==> src/hdl/esd_pkg.sv <==
// Shared types for the escape stream decoder: state codes, result record and
// the push request passed from the decoder to the result queue. No dependencies.
`default_nettype none

package esd_pkg;

  // Decoder state, one-hot
  typedef enum logic [5:0] {
    MODE_IDLE = 6'b000001,
    MODE_ESC  = 6'b000010,
    MODE_HEX0 = 6'b000100,
    MODE_HEX1 = 6'b001000,
    MODE_OCT1 = 6'b010000,
    MODE_OCT2 = 6'b100000
  } mode_e;

  // One decoded result
  typedef struct packed {
    logic [7:0] out_byte;
    logic       line_end;
    logic       bad_escape;
  } result_t;

  // Results produced by one input request, in order (r0 first)
  typedef struct packed {
    logic [1:0] num;
    result_t    r0;
    result_t    r1;
  } push_t;

endpackage

`default_nettype wire

==> src/hdl/esd_decode.sv <==
// Escape decoder state and per-character decode logic.
// Depends on esd_pkg; feeds zero, one or two results to esd_result_fifo.
`default_nettype none

module esd_decode (
  input  wire logic           clk_i,
  input  wire logic           rst_ni,
  input  wire logic           accept_i,
  input  wire logic [7:0]     in_char_i,
  output esd_pkg::push_t      push_o
);

  localparam logic [7:0] ChNul  = 8'h00;
  localparam logic [7:0] ChBsl  = 8'h5c;
  localparam logic [7:0] ChZero = 8'h30;
  localparam logic [7:0] ChSeven = 8'h37;
  localparam logic [7:0] ChNine = 8'h39;
  localparam logic [7:0] ChLa   = 8'h61;
  localparam logic [7:0] ChLf   = 8'h66;
  localparam logic [7:0] ChUa   = 8'h41;
  localparam logic [7:0] ChUf   = 8'h46;
  localparam logic [7:0] ChLx   = 8'h78;
  localparam logic [7:0] ChUx   = 8'h58;

  esd_pkg::mode_e mode_q, mode_d;
  logic [7:0]     acc_q, acc_d;
  logic           upper_q, upper_d;

  logic           hex_ok;
  logic [3:0]     hex_val;
  logic           oct_ok;
  logic [2:0]     oct_val;

  logic              pre_vld, run_plain, plain_vld;
  esd_pkg::result_t  pre_res, plain_res;

  // Classify the character as hex or octal digit
  always_comb begin
    hex_ok  = 1'b1;
    hex_val = '0;
    if (in_char_i >= ChZero && in_char_i <= ChNine) begin
      hex_val = 4'(in_char_i - ChZero);
    end else if (in_char_i >= ChLa && in_char_i <= ChLf) begin
      hex_val = 4'(in_char_i - ChLa + 8'd10);
    end else if (in_char_i >= ChUa && in_char_i <= ChUf) begin
      hex_val = 4'(in_char_i - ChUa + 8'd10);
    end else begin
      hex_ok = 1'b0;
    end
    oct_ok  = (in_char_i >= ChZero) && (in_char_i <= ChSeven);
    oct_val = in_char_i[2:0];
  end

  // Close any pending escape, then handle the character plainly if needed
  always_comb begin
    pre_vld   = 1'b0;
    pre_res   = '0;
    run_plain = 1'b0;
    plain_vld = 1'b0;
    plain_res = '0;
    mode_d    = mode_q;
    acc_d     = acc_q;
    upper_d   = upper_q;

    unique case (mode_q)
      esd_pkg::MODE_ESC: begin
        mode_d  = esd_pkg::MODE_IDLE;
        pre_vld = 1'b1;
        case (in_char_i)
          ChNul: begin
            pre_res = '{out_byte: 8'h00, line_end: 1'b1, bad_escape: 1'b1};
            acc_d   = '0;
            upper_d = 1'b0;
          end
          8'h61:   pre_res.out_byte = 8'h07;
          8'h62:   pre_res.out_byte = 8'h08;
          8'h66:   pre_res.out_byte = 8'h0c;
          8'h6e:   pre_res.out_byte = 8'h0a;
          8'h72:   pre_res.out_byte = 8'h0d;
          8'h74:   pre_res.out_byte = 8'h09;
          8'h76:   pre_res.out_byte = 8'h0b;
          ChLx, ChUx: begin
            pre_vld = 1'b0;
            mode_d  = esd_pkg::MODE_HEX0;
            upper_d = (in_char_i == ChUx);
            acc_d   = '0;
          end
          default: begin
            if (oct_ok) begin
              pre_vld = 1'b0;
              mode_d  = esd_pkg::MODE_OCT1;
              acc_d   = {5'b0, oct_val};
            end else begin
              pre_res.out_byte = in_char_i;
            end
          end
        endcase
      end
      esd_pkg::MODE_HEX0: begin
        if (hex_ok) begin
          acc_d  = {4'b0, hex_val};
          mode_d = esd_pkg::MODE_HEX1;
        end else begin
          pre_vld          = 1'b1;
          pre_res.out_byte = upper_q ? ChUx : ChLx;
          run_plain        = 1'b1;
        end
      end
      esd_pkg::MODE_HEX1: begin
        pre_vld = 1'b1;
        mode_d  = esd_pkg::MODE_IDLE;
        if (hex_ok) begin
          pre_res.out_byte = {acc_q[3:0], hex_val};
          acc_d            = '0;
        end else begin
          pre_res.out_byte = acc_q;
          run_plain        = 1'b1;
        end
      end
      esd_pkg::MODE_OCT1: begin
        if (oct_ok) begin
          if (acc_q <= 8'd3) begin
            acc_d  = {acc_q[4:0], oct_val};
            mode_d = esd_pkg::MODE_OCT2;
          end else begin
            pre_vld          = 1'b1;
            pre_res.out_byte = {acc_q[4:0], oct_val};
            acc_d            = '0;
            mode_d           = esd_pkg::MODE_IDLE;
          end
        end else begin
          pre_vld          = 1'b1;
          pre_res.out_byte = acc_q;
          mode_d           = esd_pkg::MODE_IDLE;
          run_plain        = 1'b1;
        end
      end
      esd_pkg::MODE_OCT2: begin
        pre_vld = 1'b1;
        mode_d  = esd_pkg::MODE_IDLE;
        if (oct_ok) begin
          pre_res.out_byte = {acc_q[4:0], oct_val};
          acc_d            = '0;
        end else begin
          pre_res.out_byte = acc_q;
          run_plain        = 1'b1;
        end
      end
      default: run_plain = 1'b1;
    endcase

    // Plain character: end of line, new escape or literal
    if (run_plain) begin
      if (in_char_i == ChNul) begin
        plain_vld = 1'b1;
        plain_res = '{out_byte: 8'h00, line_end: 1'b1, bad_escape: 1'b0};
        mode_d    = esd_pkg::MODE_IDLE;
        acc_d     = '0;
        upper_d   = 1'b0;
      end else if (in_char_i == ChBsl) begin
        mode_d = esd_pkg::MODE_ESC;
      end else begin
        plain_vld          = 1'b1;
        plain_res.out_byte = in_char_i;
        mode_d             = esd_pkg::MODE_IDLE;
      end
    end
  end

  // Pack the results of this request in order
  always_comb begin
    push_o.num = accept_i ? ({1'b0, pre_vld} + {1'b0, plain_vld}) : 2'd0;
    push_o.r0  = pre_vld ? pre_res : plain_res;
    push_o.r1  = plain_res;
  end

  // Advance decoder state on each accepted request
  always_ff @(posedge clk_i or negedge rst_ni) begin
    if (!rst_ni) begin
      mode_q  <= esd_pkg::MODE_IDLE;
      acc_q   <= '0;
      upper_q <= 1'b0;
    end else if (accept_i) begin
      mode_q  <= mode_d;
      acc_q   <= acc_d;
      upper_q <= upper_d;
    end
  end

endmodule

`default_nettype wire

==> src/hdl/esd_result_fifo.sv <==
// Three-entry result queue taking up to two results per cycle, giving one.
// Depends on esd_pkg; written by esd_decode.
`default_nettype none

module esd_result_fifo (
  input  wire logic              clk_i,
  input  wire logic              rst_ni,
  input  wire esd_pkg::push_t    push_i,
  output logic                   room_o,
  output logic                   out_valid_o,
  input  wire logic              out_ready_i,
  output esd_pkg::result_t       out_res_o
);

  localparam int unsigned Depth = 3;

  esd_pkg::result_t mem_q [Depth];
  logic [1:0] rd_q, rd_d;
  logic [1:0] wr_q, wr_d;
  logic [1:0] cnt_q, cnt_d;
  logic [1:0] wr_nxt;
  logic       pop;

  function automatic logic [1:0] ptr_inc(input logic [1:0] p);
    return (p == 2'(Depth - 1)) ? 2'd0 : p + 2'd1;
  endfunction

  assign pop         = out_valid_o && out_ready_i;
  assign out_valid_o = (cnt_q != 2'd0);
  assign out_res_o   = mem_q[rd_q];
  // Room for two results, so a request is never refused mid-way
  assign room_o      = (cnt_q <= 2'd1);
  assign wr_nxt      = ptr_inc(wr_q);

  // Pointer and fill count update
  always_comb begin
    rd_d  = pop ? ptr_inc(rd_q) : rd_q;
    wr_d  = (push_i.num == 2'd2) ? ptr_inc(wr_nxt) :
            (push_i.num == 2'd1) ? wr_nxt : wr_q;
    cnt_d = cnt_q + push_i.num - {1'b0, pop};
  end

  always_ff @(posedge clk_i or negedge rst_ni) begin
    if (!rst_ni) begin
      rd_q  <= '0;
      wr_q  <= '0;
      cnt_q <= '0;
    end else begin
      rd_q  <= rd_d;
      wr_q  <= wr_d;
      cnt_q <= cnt_d;
    end
  end

  // Write storage: first result at the write pointer, second after it
  always_ff @(posedge clk_i) begin
    if (push_i.num != 2'd0) begin
      mem_q[wr_q] <= push_i.r0;
    end
    if (push_i.num == 2'd2) begin
      mem_q[wr_nxt] <= push_i.r1;
    end
  end

endmodule

`default_nettype wire

==> src/hdl/c_escape_stream_decoder.sv <==
// Top level of the C escape stream decoder: decoder plus result queue.
// Depends on esd_pkg, esd_decode and esd_result_fifo.
//
//   channel | signals                                   | direction
//   --------+-------------------------------------------+----------
//   input   | in_valid_i, in_ready_o, in_char_i         | in
//   output  | out_valid_o, out_ready_i, out_byte_o,     | out
//           | line_end_o, bad_escape_o                  |
//
// One character is taken per cycle while in_ready_o is high; its results enter
// the queue at the same edge and the first can be taken in the next cycle.
// in_ready_o is high while the three-entry queue holds at most one result, so
// a character giving two results stalls the next one even when the output
// drains at one per cycle. Reset returns the decoder to idle and empties the
// queue. A stalled output fills the queue and then holds input off.
`default_nettype none

module c_escape_stream_decoder (
  input  wire logic       clk_i,
  input  wire logic       rst_ni,
  input  wire logic       in_valid_i,
  output logic            in_ready_o,
  input  wire logic [7:0] in_char_i,
  output logic            out_valid_o,
  input  wire logic       out_ready_i,
  output logic [7:0]      out_byte_o,
  output logic            line_end_o,
  output logic            bad_escape_o
);

  esd_pkg::push_t   push;
  esd_pkg::result_t out_res;
  logic             accept;

  assign accept = in_valid_i && in_ready_o;

  esd_decode u_decode (
    .clk_i     (clk_i),
    .rst_ni    (rst_ni),
    .accept_i  (accept),
    .in_char_i (in_char_i),
    .push_o    (push)
  );

  esd_result_fifo u_fifo (
    .clk_i       (clk_i),
    .rst_ni      (rst_ni),
    .push_i      (push),
    .room_o      (in_ready_o),
    .out_valid_o (out_valid_o),
    .out_ready_i (out_ready_i),
    .out_res_o   (out_res)
  );

  assign out_byte_o   = out_res.out_byte;
  assign line_end_o   = out_res.line_end;
  assign bad_escape_o = out_res.bad_escape;

endmodule

`default_nettype wire

==> config.mk <==
export PLATFORM = sky130hd
export DESIGN_NAME = c_escape_stream_decoder
export DESIGN_NICKNAME = d
export VERILOG_FILES = /design/src/hdl/esd_pkg.sv /design/src/hdl/esd_decode.sv /design/src/hdl/esd_result_fifo.sv /design/src/hdl/c_escape_stream_decoder.sv
export SDC_FILE = /design/constraint.sdc
export NUM_CORES = 1
export LEC_CHECK = 0
export BUFFER_PORTS_ARGS = -buffer_cell sky130_fd_sc_hd__buf_2
export CAP_MARGIN = 15
export CELL_PAD_IN_SITES_DETAIL_PLACEMENT = 0
export CELL_PAD_IN_SITES_GLOBAL_PLACEMENT = 1
export CORE_ASPECT_RATIO = 0.6
export CORE_MARGIN = 2
export CORE_UTILIZATION = 23
export CTS_CLUSTER_SIZE = 16
export DETAILED_ROUTE_END_ITERATION = 8
export PLACE_DENSITY = 0.43
export SLEW_MARGIN = 30
export SYNTH_ARGS = -nofsm -noshare
export SYNTH_HDL_FRONTEND = slang
export SYNTH_SLANG_ARGS = --single-unit
==> constraint.sdc <==
create_clock -name clk_i -period 8.7 [get_ports clk_i]
set_clock_uncertainty 0.15 [all_clocks]
set_input_delay 2.61 -clock clk_i [delete_from_list [all_inputs] [get_ports clk_i]]
set_output_delay 2.61 -clock clk_i [all_outputs]
set_load 0.005 [all_outputs]
==> results.rst <==
.. list-table::
   :header-rows: 1

   * - Metric
     - Value
   * - Part of the power in registers
     - 38.7%
   * - Number of storage elements in the synthesis netlist
     - 51
   * - Clock share of power
     - 31.4%
   * - Setup crit end kind
     - flip-flop
   * - Critical Path Start Type
     - primary input
   * - Number of instances on the worst hold path
     - 2
   * - Number of top-level pins
     - 24
   * - Synthesis Warnings
     - 0
   * - Post-route design area
     - 4180 sq um
   * - EDFF count, synth
     - 27
   * - Fraction of final layout cells sized beyond drive strength 1
     - 13.7%
   * - First-pass GRT wire length
     - 20300 um
   * - Remaining max-slew budget at the tightest pin
     - 49.4%
   * - Count of unique library cells instantiated by Yosys
     - 76
   * - RSZ-0062 raised after global routing
     - no
   * - Hold_buf cts
     - 0
   * - Final clock period utilization by the worst path
     - 72.7%
   * - Placed cell areas
     - 3990 sq um
   * - Area delta synth->final
     - 12.5%
   * - Number of buffers added for setup after CTS
     - 0
   * - Portion of the post-synthesis area used by sequential elements
     - 37.6%
   * - Ys flop type
     - sky130_fd_sc_hd__edfxtp_1
   * - Drt drc
     - 0
   * - Share of the synthesized area in the top cell type
     - 21.8%
   * - Total of endpoints with negative setup slack in the final report
     - 0
   * - Floorplan die area
     - 17200 sq um
   * - Number of rows in the core area
     - 35
   * - Class of the worst hold path
     - reg2reg
   * - Maximum fanout count along the critical path
     - 18
   * - Clock tree root driver cell
     - sky130_fd_sc_hd__clkbuf_16
   * - Reg-to-reg setup timing slack
     - 4.41 ns
   * - Tightest Pin Transition
     - 0.752 ns
   * - Max frequency
     - 0.158 GHz
   * - Share of power burned in combinational logic
     - 29.9%
   * - Maximum Capacitance Violations
     - 0
   * - Number of buffers and inverters on the critical path
     - 3
   * - Detailed placer's ending HPWL
     - 10300 um
   * - Pins Over Slew Limit
     - 0
   * - TritonCTS Buffers
     - 5
   * - Overall Global Routing Usage
     - 15.8%
   * - CTS max path bufs
     - 2
   * - Synthesized instance count
     - 414
   * - Result of the run
     - finished clean
   * - Setup TNS after final layout
     - 0 ns
   * - Post-synthesis cell type with the largest combined area
     - sky130_fd_sc_hd__edfxtp_1
   * - Launching point of the worst reg2reg path
     - u_decode.mode_q[5]
   * - Number of antenna repair diodes
     - 0
   * - Worst ir drop on vdd
     - 0.0000973 V
   * - Final estimated routing congestion in global placement
     - 0.841
   * - Clock tree from TritonCTS
     - built
   * - Count of nets left with antenna violations after detail routing
     - 0
   * - Via count of the routed design
     - 3274
   * - Min Clock Period, post-route
     - 6.32 ns
   * - Initial antenna violation count
     - 0
   * - RR Endpoint
     - u_fifo.mem_q[0][6]
   * - Clk_lat worst skew
     - 0.29 ns
   * - Cell Pwr Density
     - 197 nW/um^2
   * - Ranking of synthesized cells by area
     - sky130_fd_sc_hd__edfxtp_1 22%, sky130_fd_sc_hd__dfrtp_1 13%, sky130_fd_sc_hd__nand2_1 5.5%
   * - Area used by sequential logic in the layout
     - 1400 sq um
   * - Std-Cell Core Area
     - 15500 sq um
   * - Proportion of register bits with asynchronous set or reset after synthesis
     - 41.2%
   * - Worst Reg2Reg Path Length in Cells
     - 11
   * - 1st-iter DRT viols
     - 332
   * - Ordered list of cells on the worst path
     - buf_2, inv_1, ha_1, or3b_2, o311ai_2, a32oi_1, a21oi_2, buf_4, ha_1, nand2_1, ha_1, or3_1, o21ai_0, a32o_1
   * - Top cell types by occurrence after synthesis
     - 54 x sky130_fd_sc_hd__nand2_1, 36 x sky130_fd_sc_hd__o21ai_0, 27 x sky130_fd_sc_hd__edfxtp_1
   * - Switching part of the total
     - 32.7%
   * - Total gr overflow
     - 0
   * - Final hold violation count
     - 0
   * - CTS resizes
     - 0
   * - Min-delay src
     - u_fifo.mem_q[2][0]
   * - # clock sinks
     - 51
   * - Fill cells
     - 1658
   * - Number of cells on the critical path
     - 14
   * - Die boundary width
     - 168 um
   * - Worst setup path class
     - in2reg
   * - Number of iterations in the first detailed-routing pass
     - 4
   * - CTS HTree Levels
     - 2
   * - Post-Syn Area
     - 3710 sq um
   * - Net count, final
     - 443
   * - Height of the die
     - 102 um
   * - Per-cell via count in the routed design
     - 5.24
   * - Starting density of the core
     - 23.9%
   * - Sum of routed wire length over all layers
     - 12900 um
   * - Worst min-delay path endpoint
     - u_fifo.mem_q[2][0]
   * - Clock transition at the registers of the reported paths
     - 0.07 ns
   * - Cell family with most CP delay
     - compound AO/OA/AOI/OAI gates
   * - Most frequent cell on the critical path
     - sky130_fd_sc_hd__ha_1
   * - Worst EP arrival
     - 6.32 ns
   * - Total area of multi-input combinational cells
     - 2100 sq um
   * - Delay of the slowest cell on the worst path
     - 0.48 ns
   * - Net count of the mapped netlist
     - 436
   * - Most common cell in the netlist
     - sky130_fd_sc_hd__nand2_1
   * - Cell Int Power
     - 0.554 mW
   * - NetSw
     - 0.269 mW
   * - PortBufs
     - 23
   * - Data required time at the worst endpoint
     - 8.70 ns
   * - Number of global-route vias before repair
     - 3220
   * - Cell with the largest stage delay on the worst path
     - sky130_fd_sc_hd__or3b_2
   * - Mean cell area of the mapped netlist
     - 8.97 sq um
   * - Largest net degree at the start of global routing
     - 22
   * - Average wire per cell in the routed design
     - 20.7 um
   * - Static Leakage
     - 1.58 nW
[cells in the final DEF (no fill, tap or decap), types with 4 or more instances in the layout]
cell type / count
sky130_fd_sc_hd__nand3_1: 13
sky130_fd_sc_hd__nor2_1: 19
sky130_fd_sc_hd__edfxtp_1: 27
sky130_fd_sc_hd__ha_1: 10
sky130_fd_sc_hd__buf_4: 6
sky130_fd_sc_hd__a32o_1: 16
sky130_fd_sc_hd__o211ai_1: 4
sky130_fd_sc_hd__a21oi_1: 23
sky130_fd_sc_hd__and2_1: 6
sky130_fd_sc_hd__nand3b_1: 5
sky130_fd_sc_hd__mux2i_1: 19
sky130_fd_sc_hd__nand2b_1: 4
sky130_fd_sc_hd__nor2b_1: 9
sky130_fd_sc_hd__inv_1: 19
sky130_fd_sc_hd__clkbuf_16: 5
sky130_fd_sc_hd__o22ai_1: 10
sky130_fd_sc_hd__nor3_1: 7
sky130_fd_sc_hd__nand2_1: 54
sky130_fd_sc_hd__xnor2_1: 4
sky130_fd_sc_hd__o21ai_0: 36
sky130_fd_sc_hd__dfrtp_1: 20
sky130_fd_sc_hd__buf_2: 23
[power by group through the flow]
stage / sequential, mW / clock [mW] / combinational, mW
after floorplan: 0.308 / 0 / 0.171
after global placement: 0.321 / 0 / 0.248
after detailed placement: 0.323 / 0 / 0.251
after CTS: 0.318 / 0.265 / 0.252
after global routing: 0.324 / 0.274 / 0.281
final: 0.318 / 0.259 / 0.246
[worst reg2reg max path: cells and delay by family, from the launching register on]
family	cells	cell delay (ns)
and+or+nand+nor	5	1.87
AOI/OAI and AO/OA	3	0.83
adders and majority gates	2	0.60
DFF	1	0.48
buffers and inverters	1	0.22
[layer usage]
layer	vias up	wire length, um	track usage [%]
met5	-	0	0
met4	0	61	2.41
met3	4	760	2.63
met2	104	4480	20.0
met1	1596	7620	26.7
li1	1570	-	-
[flip-flops by register name, summed over array words and instances (netlist names)]
| signal | count |
|---|---|
| u_decode.mode_q | 6 |
| u_decode.upper_q | 1 |
| u_fifo.cnt_q | 2 |
| u_fifo.rd_q | 2 |
| u_fifo.wr_q | 2 |
| u_fifo.mem_q | 30 |
| u_decode.acc_q | 8 |
[cell families after synthesis]
| logic type | after synthesis | share of synthesized area, % |
|---|---|---|
| multiplexers | 22 | 6.03 |
| AND/OR/NAND/NOR | 148 | 20.9 |
| flip-flops | 51 | 37.6 |
| buffers and inverters | 49 | 6.13 |
| adder cells (fa/ha/maj) | 10 | 3.37 |
| XOR/XNOR | 7 | 1.65 |
| AO/OA/AOI/OAI | 127 | 24.3 |
[area by class of cell]
type | count | area share [%]
sequential | 51 | 33.5
timing repair buffer | 29 | 3.83
inverter | 20 | 1.92
tap | 203 | 6.08
multi-input combinational | 314 | 50.2
clock buffer | 6 | 3.08
clock inverter | 2 | 1.44
[stage by stage]
step | power (mW) | utilization, % | hold WS [ns] | setup slack, ns | instances
CTS | 0.835 | 26.9 | 0.331 | 2.44 | 625
detailed placement | 0.574 | 25.7 | 0.311 | 2.13 | 617
global route | 0.880 | 26.9 | 0.365 | 2.15 | 625
global placement | 0.569 | 25.6 | 0.321 | 2.22 | 617
finish | 0.823 | 26.9 | 0.323 | 2.38 | 625
floorplan | 0.478 | - | 0.283 | 2.61 | 414
[worst max path at each step]
stage | startpoint | end
CTS | in_char_i[0] | u_fifo.mem_q[0][6]
floorplan | in_char_i[1] | u_fifo.mem_q[2][7]
global placement | in_char_i[0] | u_fifo.mem_q[0][6]
detailed placement | in_char_i[0] | u_fifo.mem_q[0][6]
global route | in_char_i[0] | u_fifo.mem_q[1][0]
finish | in_char_i[0] | u_fifo.mem_q[0][6]
Note: power is estimated with default switching activity, not from simulation.
